**src/assert_macros.svh**
```systemverilog
// assertion macros used by the top level of the traffic light controller
// active in simulation only, empty when SYNTHESIS is defined
`ifndef ASSERT_MACROS_SVH
`define ASSERT_MACROS_SVH

`ifndef SYNTHESIS

// property must hold at every rising clock edge outside reset
`define ASSERT_PROP(lbl, clk, rst_n, prop, msg) \
    lbl: assert property (@(posedge clk) disable iff (!rst_n) (prop)) else $error(msg);

// condition must never be seen at a clock edge outside reset
`define ASSERT_NEVER(lbl, clk, rst_n, expr, msg) \
    lbl: assert property (@(posedge clk) disable iff (!rst_n) !(expr)) else $error(msg);

`else

`define ASSERT_PROP(lbl, clk, rst_n, prop, msg)
`define ASSERT_NEVER(lbl, clk, rst_n, expr, msg)

`endif

`endif

```
**src/tlco_pkg.sv**
```systemverilog
// shared types, codes and constants of the traffic light controller
// no dependencies
`default_nettype none

package tlco_pkg;

    // phase state, one-hot, doubles as the lamp pattern
    typedef enum logic [2:0] {
        PH_HORIZ = 3'b001,
        PH_AMBER = 3'b010,
        PH_VERT  = 3'b100
    } t_phase;

    // configuration register indexes
    typedef enum logic [1:0] {
        CFG_TPS   = 2'd0,
        CFG_GO    = 2'd1,
        CFG_AMBER = 2'd2
    } t_cfg_idx;

    localparam logic [7:0] TPS_RESET   = 8'd100;
    localparam logic [6:0] GO_RESET    = 7'd10;
    localparam logic [6:0] AMBER_RESET = 7'd5;
    localparam logic [6:0] SEC_MAX     = 7'd99;

    // switch patterns with exactly one switch pulled low
    localparam logic [2:0] SW_HORIZ = 3'b110;
    localparam logic [2:0] SW_AMBER = 3'b101;
    localparam logic [2:0] SW_VERT  = 3'b011;

    typedef struct packed {
        logic [7:0] ticks_per_second;
        logic [6:0] go_seconds;
        logic [6:0] amber_seconds;
    } t_cfg;

    typedef struct packed {
        logic [2:0] lamps;
        logic [6:0] seconds_left;
        logic       overridden;
    } t_view;

    // seven-segment code of one decimal digit
    function automatic logic [7:0] seg_code(input logic [3:0] digit);
        logic [7:0] code;
        case (digit)
            4'd0:    code = 8'hFC;
            4'd1:    code = 8'h60;
            4'd2:    code = 8'hDA;
            4'd3:    code = 8'hF2;
            4'd4:    code = 8'h66;
            4'd5:    code = 8'hB6;
            4'd6:    code = 8'hBE;
            4'd7:    code = 8'hE0;
            4'd8:    code = 8'hFE;
            4'd9:    code = 8'hF6;
            default: code = 8'h00;
        endcase
        return code;
    endfunction

endpackage

`default_nettype wire

```
**src/tlco_cfg.sv**
```systemverilog
// configuration registers of the traffic light controller
// depends on tlco_pkg
`default_nettype none

module tlco_cfg (
    input  wire logic          i_clk,
    input  wire logic          i_rst_n,
    input  wire logic          i_cfg_we,
    input  wire logic [1:0]    i_cfg_index,
    input  wire logic [7:0]    i_cfg_data,
    output tlco_pkg::t_cfg     o_cfg
);
    import tlco_pkg::*;

    t_cfg       r_cfg;
    logic [6:0] w_secs;

    // phase times take the low seven data bits and saturate at 99
    assign w_secs = (i_cfg_data[6:0] > SEC_MAX) ? SEC_MAX : i_cfg_data[6:0];

    always_ff @(posedge i_clk) begin
        if (!i_rst_n) begin
            r_cfg.ticks_per_second <= TPS_RESET;
            r_cfg.go_seconds       <= GO_RESET;
            r_cfg.amber_seconds    <= AMBER_RESET;
        end else if (i_cfg_we) begin
            unique case (i_cfg_index)
                CFG_TPS:   r_cfg.ticks_per_second <= i_cfg_data;
                CFG_GO:    r_cfg.go_seconds       <= w_secs;
                CFG_AMBER: r_cfg.amber_seconds    <= w_secs;
                default: begin
                end
            endcase
        end
    end

    assign o_cfg = r_cfg;

endmodule

`default_nettype wire

```
**src/tlco_step.sv**
```systemverilog
// phase sequencer, override and countdown state of the traffic light controller
// depends on tlco_pkg
`default_nettype none

module tlco_step (
    input  wire logic          i_clk,
    input  wire logic          i_rst_n,
    input  wire logic          i_en,
    input  wire logic          i_tick,
    input  wire logic [2:0]    i_sw_n,
    input  wire tlco_pkg::t_cfg i_cfg,
    output tlco_pkg::t_view    o_view
);
    import tlco_pkg::*;

    t_phase     r_phase, n_phase;
    t_phase     r_after, n_after;
    t_phase     r_saved_phase, n_saved_phase;
    t_phase     r_saved_after, n_saved_after;
    logic [2:0] r_forced, n_forced;
    logic [6:0] r_count, n_count;
    logic [7:0] r_presc, n_presc;

    logic [2:0] w_req;
    logic [8:0] w_presc_inc;

    always_comb begin
        case (i_sw_n)
            SW_HORIZ: w_req = PH_HORIZ;
            SW_AMBER: w_req = PH_AMBER;
            SW_VERT:  w_req = PH_VERT;
            default:  w_req = 3'b000;
        endcase
    end

    always_comb begin
        n_phase       = r_phase;
        n_after       = r_after;
        n_saved_phase = r_saved_phase;
        n_saved_after = r_saved_after;
        n_forced      = r_forced;
        n_count       = r_count;
        n_presc       = r_presc;

        // switches first
        if (w_req != 3'b000) begin
            if (r_forced == 3'b000) begin
                n_saved_phase = r_phase;
                n_saved_after = r_after;
            end
            n_forced = w_req;
        end else if (r_forced != 3'b000) begin
            n_forced = 3'b000;
            n_phase  = r_saved_phase;
            n_after  = r_saved_after;
            n_presc  = 8'd0;
        end

        // then timing
        w_presc_inc = {1'b0, n_presc} + 9'd1;
        if (n_forced == 3'b000 && i_tick) begin
            if (w_presc_inc >= {1'b0, i_cfg.ticks_per_second}) begin
                n_presc = 8'd0;
                if (r_count == 7'd0) begin
                    unique case (n_phase)
                        PH_HORIZ: begin
                            n_after = PH_VERT;
                            n_phase = PH_AMBER;
                            n_count = i_cfg.amber_seconds;
                        end
                        PH_VERT: begin
                            n_after = PH_HORIZ;
                            n_phase = PH_AMBER;
                            n_count = i_cfg.amber_seconds;
                        end
                        default: begin
                            n_phase = n_after;
                            n_count = i_cfg.go_seconds;
                        end
                    endcase
                end else begin
                    n_count = r_count - 7'd1;
                end
            end else begin
                n_presc = w_presc_inc[7:0];
            end
        end
    end

    always_ff @(posedge i_clk) begin
        if (!i_rst_n) begin
            r_phase       <= PH_HORIZ;
            r_after       <= PH_VERT;
            r_saved_phase <= PH_HORIZ;
            r_saved_after <= PH_VERT;
            r_forced      <= 3'b000;
            r_count       <= GO_RESET;
            r_presc       <= 8'd0;
        end else if (i_en) begin
            r_phase       <= n_phase;
            r_after       <= n_after;
            r_saved_phase <= n_saved_phase;
            r_saved_after <= n_saved_after;
            r_forced      <= n_forced;
            r_count       <= n_count;
            r_presc       <= n_presc;
        end
    end

    assign o_view.lamps        = (n_forced != 3'b000) ? n_forced : n_phase;
    assign o_view.seconds_left = n_count;
    assign o_view.overridden   = (n_forced != 3'b000);

endmodule

`default_nettype wire

```
**src/tlco_disp.sv**
```systemverilog
// two-digit seven-segment decoder for the countdown display
// depends on tlco_pkg
`default_nettype none

module tlco_disp (
    input  wire logic [6:0] i_secs,
    output logic      [7:0] o_tens_seg,
    output logic      [7:0] o_ones_seg
);
    import tlco_pkg::*;

    logic [14:0] w_prod;
    logic [3:0]  w_tens;
    logic [6:0]  w_tens_x10;
    logic [6:0]  w_ones;

    // divide by ten via reciprocal, exact for values up to 159
    assign w_prod     = {8'd0, i_secs} * 15'd205;
    assign w_tens     = w_prod[14:11];
    assign w_tens_x10 = {w_tens, 3'b000} + {2'b00, w_tens, 1'b0};
    assign w_ones     = i_secs - w_tens_x10;

    assign o_tens_seg = seg_code(w_tens);
    assign o_ones_seg = seg_code(w_ones[3:0]);

endmodule

`default_nettype wire

```
**src/traffic_light_controller_with_override.sv**
```systemverilog
// top level of the traffic light controller with switch override
// depends on tlco_pkg, tlco_cfg, tlco_step, tlco_disp and assert_macros.svh
//
//   channel   valid          stall          payload
//   input     i_in_valid     o_in_stall     i_base_tick, i_switches_n
//   result    o_out_valid    i_out_stall    o_lamps, o_seconds_left, o_tens_segments,
//                                           o_ones_segments, o_overridden
//   config    i_cfg_we       (none)         i_cfg_index, i_cfg_data
//
// one item per cycle sustained while the result is not stalled
// the item sits in the input register, the state update runs when it moves to the
// result register, which needs that register empty or being taken that same cycle
// a stalled result holds; the input register still takes one more item behind it
// synchronous active-low reset: phase horizontal go, countdown 10, no override,
// configuration 100 ticks, 10 go seconds, 5 amber seconds
`default_nettype none
`include "assert_macros.svh"

module traffic_light_controller_with_override (
    input  wire logic       i_clk,
    input  wire logic       i_rst_n,
    // input item channel
    input  wire logic       i_in_valid,
    output logic            o_in_stall,
    input  wire logic       i_base_tick,
    input  wire logic [2:0] i_switches_n,
    // result item channel
    output logic            o_out_valid,
    input  wire logic       i_out_stall,
    output logic      [2:0] o_lamps,
    output logic      [6:0] o_seconds_left,
    output logic      [7:0] o_tens_segments,
    output logic      [7:0] o_ones_segments,
    output logic            o_overridden,
    // configuration write port
    input  wire logic       i_cfg_we,
    input  wire logic [1:0] i_cfg_index,
    input  wire logic [7:0] i_cfg_data
);
    import tlco_pkg::*;

    // input register
    logic       r_in_valid;
    logic       r_in_tick;
    logic [2:0] r_in_sw_n;

    // result register
    logic       r_out_valid;
    t_view      r_out_view;
    logic [7:0] r_out_tens;
    logic [7:0] r_out_ones;

    logic       w_out_free;   // result register can take a new item
    logic       w_advance;    // item moves from input to result register
    logic       w_in_accept;
    t_cfg       w_cfg;
    t_view      w_view;
    logic [7:0] w_tens_seg;
    logic [7:0] w_ones_seg;

    assign w_out_free  = !r_out_valid || !i_out_stall;
    assign w_advance   = r_in_valid && w_out_free;
    assign o_in_stall  = r_in_valid && !w_out_free;
    assign w_in_accept = i_in_valid && !o_in_stall;

    tlco_cfg u_cfg (
        .i_clk       (i_clk),
        .i_rst_n     (i_rst_n),
        .i_cfg_we    (i_cfg_we),
        .i_cfg_index (i_cfg_index),
        .i_cfg_data  (i_cfg_data),
        .o_cfg       (w_cfg)
    );

    // state commits only when the item leaves the input register
    tlco_step u_step (
        .i_clk   (i_clk),
        .i_rst_n (i_rst_n),
        .i_en    (w_advance),
        .i_tick  (r_in_tick),
        .i_sw_n  (r_in_sw_n),
        .i_cfg   (w_cfg),
        .o_view  (w_view)
    );

    tlco_disp u_disp (
        .i_secs     (w_view.seconds_left),
        .o_tens_seg (w_tens_seg),
        .o_ones_seg (w_ones_seg)
    );

    // input register control
    always_ff @(posedge i_clk) begin
        if (!i_rst_n) begin
            r_in_valid <= 1'b0;
        end else if (w_in_accept) begin
            r_in_valid <= 1'b1;
        end else if (w_advance) begin
            r_in_valid <= 1'b0;
        end
    end

    // input payload, no reset needed
    always_ff @(posedge i_clk) begin
        if (w_in_accept) begin
            r_in_tick <= i_base_tick;
            r_in_sw_n <= i_switches_n;
        end
    end

    // result register control
    always_ff @(posedge i_clk) begin
        if (!i_rst_n) begin
            r_out_valid <= 1'b0;
        end else if (w_advance) begin
            r_out_valid <= 1'b1;
        end else if (!i_out_stall) begin
            r_out_valid <= 1'b0;
        end
    end

    // result payload
    always_ff @(posedge i_clk) begin
        if (w_advance) begin
            r_out_view <= w_view;
            r_out_tens <= w_tens_seg;
            r_out_ones <= w_ones_seg;
        end
    end

    assign o_out_valid     = r_out_valid;
    assign o_lamps         = r_out_view.lamps;
    assign o_seconds_left  = r_out_view.seconds_left;
    assign o_tens_segments = r_out_tens;
    assign o_ones_segments = r_out_ones;
    assign o_overridden    = r_out_view.overridden;

    // every result shows exactly one lamp group
    `ASSERT_PROP(a_lamps_onehot, i_clk, i_rst_n, o_out_valid |-> $onehot(o_lamps), "lamps not one-hot")

    // countdown never leaves the two-digit range
    `ASSERT_NEVER(a_secs_range, i_clk, i_rst_n, o_out_valid && (o_seconds_left > SEC_MAX), "countdown above 99")

    // a held item in the input register is never dropped
    `ASSERT_PROP(a_in_hold, i_clk, i_rst_n, (r_in_valid && !w_advance) |=> r_in_valid, "held item lost")

endmodule

`default_nettype wire
```
**config.mk**
```make
export PLATFORM = sky130hd
export DESIGN_NAME = traffic_light_controller_with_override
export DESIGN_NICKNAME = d
export VERILOG_FILES = /design/src/tlco_pkg.sv /design/src/tlco_cfg.sv /design/src/tlco_step.sv /design/src/tlco_disp.sv /design/src/traffic_light_controller_with_override.sv
export VERILOG_INCLUDE_DIRS = /design/src /design/src/src
export SDC_FILE = /design/constraint.sdc
export NUM_CORES = 1
export LEC_CHECK = 0
export ABC_CLOCK_PERIOD_IN_PS = 20700
export BUFFER_PORTS_ARGS = -buffer_cell sky130_fd_sc_hd__buf_4
export CORE_AREA = 8 8 128 95
export CTS_CLUSTER_SIZE = 28
export DETAILED_ROUTE_END_ITERATION = 6
export DIE_AREA = 0 0 136 103
export PLACE_DENSITY = 0.83
export SKIP_CTS_REPAIR_TIMING = 1
export SLEW_MARGIN = 20
export SYNTH_ARGS = -nofsm -noshare
export SYNTH_HDL_FRONTEND = slang
export SYNTH_SLANG_ARGS = --single-unit
```
**constraint.sdc**
```tcl
create_clock -name i_clk -period 20.7 [get_ports i_clk]
set_input_delay 4.14 -clock i_clk [delete_from_list [all_inputs] [get_ports i_clk]]
set_output_delay 4.14 -clock i_clk [all_outputs]
set_load 0.03 [all_outputs]
```
# Yosys cells after proc, flatten, opt, wreduce, memory -nomap -nowiden
# Memory sizes are Yosys's and may differ from the RTL's. A register that Yosys moved wholly into a read port is not among the register bits.
# Cells that the tools add are included.
# totals
mem_count	2
mem_bits_rw	0
latch_bits	0
input_bits	19
rom_bits	224
elab_cells	87
register_bits	85
output_inout_bits	29
# memory_table
memory	depth	width	read_ports	rd_ports_with_merged_regs	wr	line_no	text
(name not given)	16	7	1	1	0	tlco_pkg.sv:46	case (digit)
(name not given)	16	7	1	1	0	tlco_pkg.sv:46	
# classes
bitwise	0
n_div	0
magnitude_cmp	2
n_eq_ne	8
n_reduce_logical	22
mul	1
n_addsub	4
mux	29
shift	0
# op_table
op	n
2-to-1 mux 3 bit	14
2-to-1 mux 7 bit	5
2-to-1 mux 8 bit	4
multiplier 7 x 8 -> 15 bit (second input constant)	1
adder 8 x 1 -> 9 bit (second input constant)	1
== test 3 bit (second input constant)	3
>= comparator 9 x 8 -> 1 bit	1
case mux 3 bit (3 select lines)	1
nonzero test 3 bit	3
greater-than comparator 7 bit (second input constant)	1
logical NOT 7 bit	1
subtractor 7 x 1 -> 7 bit (second input constant)	1
logical NOT 3 bit	2
case mux 3 bit (2 select lines)	1
AND reduction 2 bit	3
adder 4 bit	1
logical AND 1 bit	4
logical NOT 1 bit	4
2-to-1 mux 1 bit	4
subtractor 4 bit	1
== test 3 x 1 -> 1 bit (second input constant)	1
== test 3 x 2 -> 1 bit (second input constant)	1
AND reduction 3 bit	1
== test 2 x 1 -> 1 bit (second input constant)	1
6 further kinds	6

# Longest topological paths before layout
# logic_depth
depth_word	13
ltp_mapped	39

# Modules after synthesis
# A second synthesis with hierarchy kept.
# unflattened
hier_cells	601
hier_area_um2	5629.1
# by_module_without_submodules
mod	area_each_um2	cells_each	instances
tlco_step	2192.1	288	1
tlco_disp	1557.7	182	1
traffic_light_controller_with_override	1014.7	39	1
tlco_cfg	864.6	92	1

# Worst setup path before layout
# OpenSTA, ideal clock, no wires.
# synth_path
kind	input-to-output
from	input i_out_stall
to	output o_in_stall
arrival_time_ns	4.491
cell_stages	1
path_slack_ns	12.069
path_buffers	0
path_cell_list	and3_1
# synth_via
elab_chain_len	4
# synth_rtl
item	line_no	text
from (decl)	traffic_light_controller_with_override.sv:29	input wire logic i_out_stall,
logical NOT 1 bit	n/a	
logical OR 1 bit	traffic_light_controller_with_override.sv:61	assign w_out_free = !r_out_valid || !i_out_stall;
logical NOT 1 bit	traffic_light_controller_with_override.sv:63	assign o_in_stall = r_in_valid && !w_out_free;
logical AND 1 bit	traffic_light_controller_with_override.sv:63	
to (decl)	traffic_light_controller_with_override.sv:24	output logic o_in_stall,
# Every way passes these cells.

# Worst setup path after layout
# layout_path
from	register r_in_sw_n[1]
to	register r_out_ones[1] (netlist: o_ones_segments[1]), data pin
# layout_via
elab_chain_len	13
word_cells_on_any_way	22
cone_classes	add/sub: 3; mul: 1; order compare: 1; eq/ne: 5; mux: 8; reduce/logical: 4
# layout_rtl
item	line_no	text
from (decl)	traffic_light_controller_with_override.sv:45	logic [2:0] r_in_sw_n;
from (signal assigned)	traffic_light_controller_with_override.sv:107	r_in_sw_n <= i_switches_n;
== test 3 x 2 -> 1 bit / == test 3 bit (equally long branches)	tlco_step.sv:28	case (i_sw_n)
case mux 3 bit (3 select lines) *	tlco_step.sv:28	
parallel branches: the longest is 7 deep, another holds adder 8 x 1 -> 9 bit	n/a	
2-to-1 mux 7 bit *	tlco_step.sv:61	if (n_forced == 3'b000 && i_tick) begin
named net u_disp.i_secs[6]	tlco_disp.sv:6	input wire logic [6:0] i_secs,
multiplier 7 x 8 -> 15 bit *	tlco_disp.sv:18	assign w_prod = {8'd0, i_secs} * 15'd205;
adder 4 bit *	tlco_disp.sv:20	assign w_tens_x10 = {w_tens, 3'b000} + {2'b00, w_tens, 1'b0};
subtractor 4 bit *	tlco_disp.sv:21	assign w_ones = i_secs - w_tens_x10;
to (decl)	traffic_light_controller_with_override.sv:51	logic [7:0] r_out_ones;
# Mark *: on every way through the listed nets, which the timed path passes.
# A chain may end at the register's enable or synchronous reset.

==> impl_metrics.py <==
metrics = {
    "run_status": {
        "status": "finished clean",
    },
    "setup_path": {
        "crit_type": "reg2reg",
        "crit_cells": 35,
        "critPathLaunchType": "register",
        "crit_slowest_cell": "edfxtp_1",
        "crit-reg2reg-launch": "r_in_sw_n[1]",
        "rr_worst_depth": 35,
        "worstPathArrival_ns": 9.31,
        "critical-path-top-delay-family": "adder cells",
        "cp.required_ns": 20.77,
        "worst_path_most_repeated_cell": "ha_1",
        "path_buf_inv": 1,
        "crit_path_end_kind": "register",
        "slowest_delay_ns": 0.54,
        "timing.critical_path.from": "r_in_sw_n[1]",
        "critPathMaxFanout": 10,
    },
    "timing": {
        "min_period_ns": 9.24,
        "worstMarginPinSlew_ns": 0.882,
        "fin_setup_tns_ns": 0,
        "fmax_ghz": 0.108,
        "rsz0062_at_grt": "no",
        "fin_crit_sh_pct": 44.6,
        "drv_slew": 0,
        "final.setup_skew_ns": 0.00620,
        "finalSetupViolations": 0,
        "hold_violations": 0,
        "relSlewSlack_pct": 40.0,
    },
    "min_path": {
        "whs_path_depth": 2,
        "hold_start": "u_cfg.o_cfg[0]",
        "hold_path.class": "reg2reg",
    },
    "floorplanning": {
        "ios": 48,
        "coreArea_mm2": 0.0101,
        "die_area_mm2": 0.0140,
        "start_util_pct": 53.9,
        "num_rows": 31,
        "fp.dieH_um": 103,
        "die_x_um": 136,
    },
    "power_and_ir_drop": {
        "ir_drop_v": 0.0000424,
        "powerDensity_mw_per_mm2": 93.3,
        "power.leakage_nw": 2.70,
    },
    "routing": {
        "drc_errors": 0,
        "num_vias": 4303,
        "vias_per_cell": 5.68,
        "drtIter0Drc": 381,
        "wl_per_cell_um": 15.9,
        "firstDrtPassIters": 5,
        "ant_nets": 0,
        "routed_wl_um": 12000,
    },
    "yosys": {
        "avgSynthCellArea_um2": 9.29,
        "ys.flop_type": "dfxtp_1",
        "synthArstFlopShare_pct": 0,
        "yosys.area.top_type": "dfxtp_1",
        "yosysWarnings": 0,
        "syn-cell-area_mm2": 0.00544,
        "synth_edf_count": 29,
        "synth.top_cell.area_share_pct": 19.9,
        "ys_ff_latch": 83,
        "yosys-top-cells-area": "dfxtp_1 20%, edfxtp_1 16%, ha_1 13%",
        "syn_inst": 585,
        "ys_seq_area_share_pct": 35.9,
        "ys_top_cells_by_count": "74 x nand2_1, 56 x ha_1, 54 x dfxtp_1, 36 x inv_1, 36 x nor2_1",
        "synthDistinctLibCells": 64,
        "yosysMostFrequentCell": "nand2_1",
    },
    "global_route": {
        "gr-total-overflow": 0,
        "antenna_found_initial": 0,
        "track_usage_pct": 18.1,
        "grt_max_degree": 55,
        "grt_pass1_vias": 4291,
        "grt_pass1_wl_um": 20600,
    },
    "placement": {
        "hpwl_um": 8760,
        "dp_cells": 741,
        "place_area_mm2": 0.00583,
        "io_buffers": 45,
        "gp_congestion": 0.866,
    },
    "clock_tree": {
        "cts_root_buf": "clkbuf_16",
        "cts_buffer_depth": 2,
        "htreeDepth": 3,
        "clk_latency_ns": 0.34,
        "cts_sinks": 83,
        "clkTransAtPathRegs_ns": 0.06,
        "cts_tree": "yes",
        "cts_buffers": 9,
    },
    "cells_and_area": {
        "fin_nets": 703,
        "drive_above_1_share_pct": 13.1,
        "syn_to_final_growth_pct": 13.5,
        "diodes": 0,
        "stdcell_area_mm2": 0.00617,
        "fin_cells": 757,
        "postLayoutCoreUtil_pct": 61.2,
    },
    "flow_run": {
        "cap_viol_max_count": 0,
    },
}
-- worst paths after layout --
kind,endpoint,slack (ns)
max,o_ones_segments[1],11.46
min,u_cfg.o_cfg[0],0.49
max reg2reg,o_ones_segments[1],11.46
min reg2reg,u_cfg.o_cfg[0],0.49
-- kinds of logic (layout without fill, tap and decap cells) --
kind of cell / after synthesis / count (layout) / share of synthesized area [%]
adder cells (fa/ha/maj): 64 / 64 / 15.8
flip-flops: 83 / 83 / 35.9
multiplexers: 32 / 32 / 6.42
buffers and inverters: 63 / 102 / 5.09
AO/OA/AOI/OAI: 121 / 121 / 14.7
other: 1 / 2 / 0.0690
XOR/XNOR: 18 / 18 / 3.52
AND/OR/NAND/NOR: 203 / 203 / 18.5
-- flip-flops by register name, summed over array words and instances, names as in the netlist --
register / flops
o_lamps: 3
o_ones_segments: 7
o_out_valid: 1
o_overridden: 1
o_seconds_left: 7
o_tens_segments: 7
r_in_sw_n: 3
r_in_tick: 1
r_in_valid: 1
u_cfg.o_cfg: 22
u_step.r_after: 3
u_step.r_count: 7
u_step.r_forced: 3
u_step.r_phase: 3
u_step.r_presc: 8
u_step.r_saved_after: 3
u_step.r_saved_phase: 3
-- cell type report --
type	instances	area, µm²
fillers	877	3920
well taps	132	165
clock inverters	4	52.6
inverters	39	151
repair buffers	47	353
clock buffers	12	279
multi-input cells	440	3220
flip-flops and latches	83	1950
-- stage by stage --
| step | setup slack (ns) | hold slack [ns] | power, mW |
|---|---|---|---|
| 5_1_grt | 10.86 | 0.514 | 0.610 |
| 6_report | 11.46 | 0.494 | 0.576 |
| 4_1_cts | 11.50 | 0.495 | 0.577 |
| 3_3_place_gp | 11.95 | 0.453 | 0.390 |
| 3_5_place_dp | 11.61 | 0.482 | 0.401 |
| 2_1_floorplan | 12.07 | 0.441 | 0.351 |
-- worst reg2reg max path, delay by kind of cell (launching register included) --
kind	cells	cell delay, ns
compound gates	11	2.09
buf+inv	1	0.14
simple gates	8	1.43
mux	3	0.95
flops	1	0.54
fa+ha+maj	8	2.81
xor+xnor	4	1.02
-- routing by layer --
layer	global-route usage, %	share of wire [%]	vias to the layer above	routed length [µm]
met5	0	0	-	0
li1	-	-	2116	-
met4	5.63	1.2	0	144
met3	4.09	6.2	14	747
met1	23.1	46	2037	5510
met2	30.1	47	136	5620
-- power by group --
part | switching [mW] | internal [mW]
Clock | 0.0664 | 0.109
Sequential | 0.00551 | 0.189
Combinational | 0.124 | 0.0815
Total | 0.196 | 0.380
-- placed cells by master (no fill, tap or decap), types with 9 or more instances in the layout --
cell / synthesis / final
a21oi_1: 23 / 23
a22oi_1: 9 / 9
and2_1: 9 / 9
buf_4: 3 / 47
clkbuf_16: 0 / 11
dfxtp_1: 54 / 54
edfxtp_1: 29 / 29
ha_1: 56 / 56
inv_1: 36 / 36
mux2i_1: 26 / 26
nand2_1: 74 / 74
nand3_1: 11 / 11
nor2_1: 36 / 36
nor2b_1: 29 / 29
o211ai_1: 16 / 16
o21ai_0: 30 / 30
xnor2_1: 9 / 9
(Power assumes the default switching activity.)
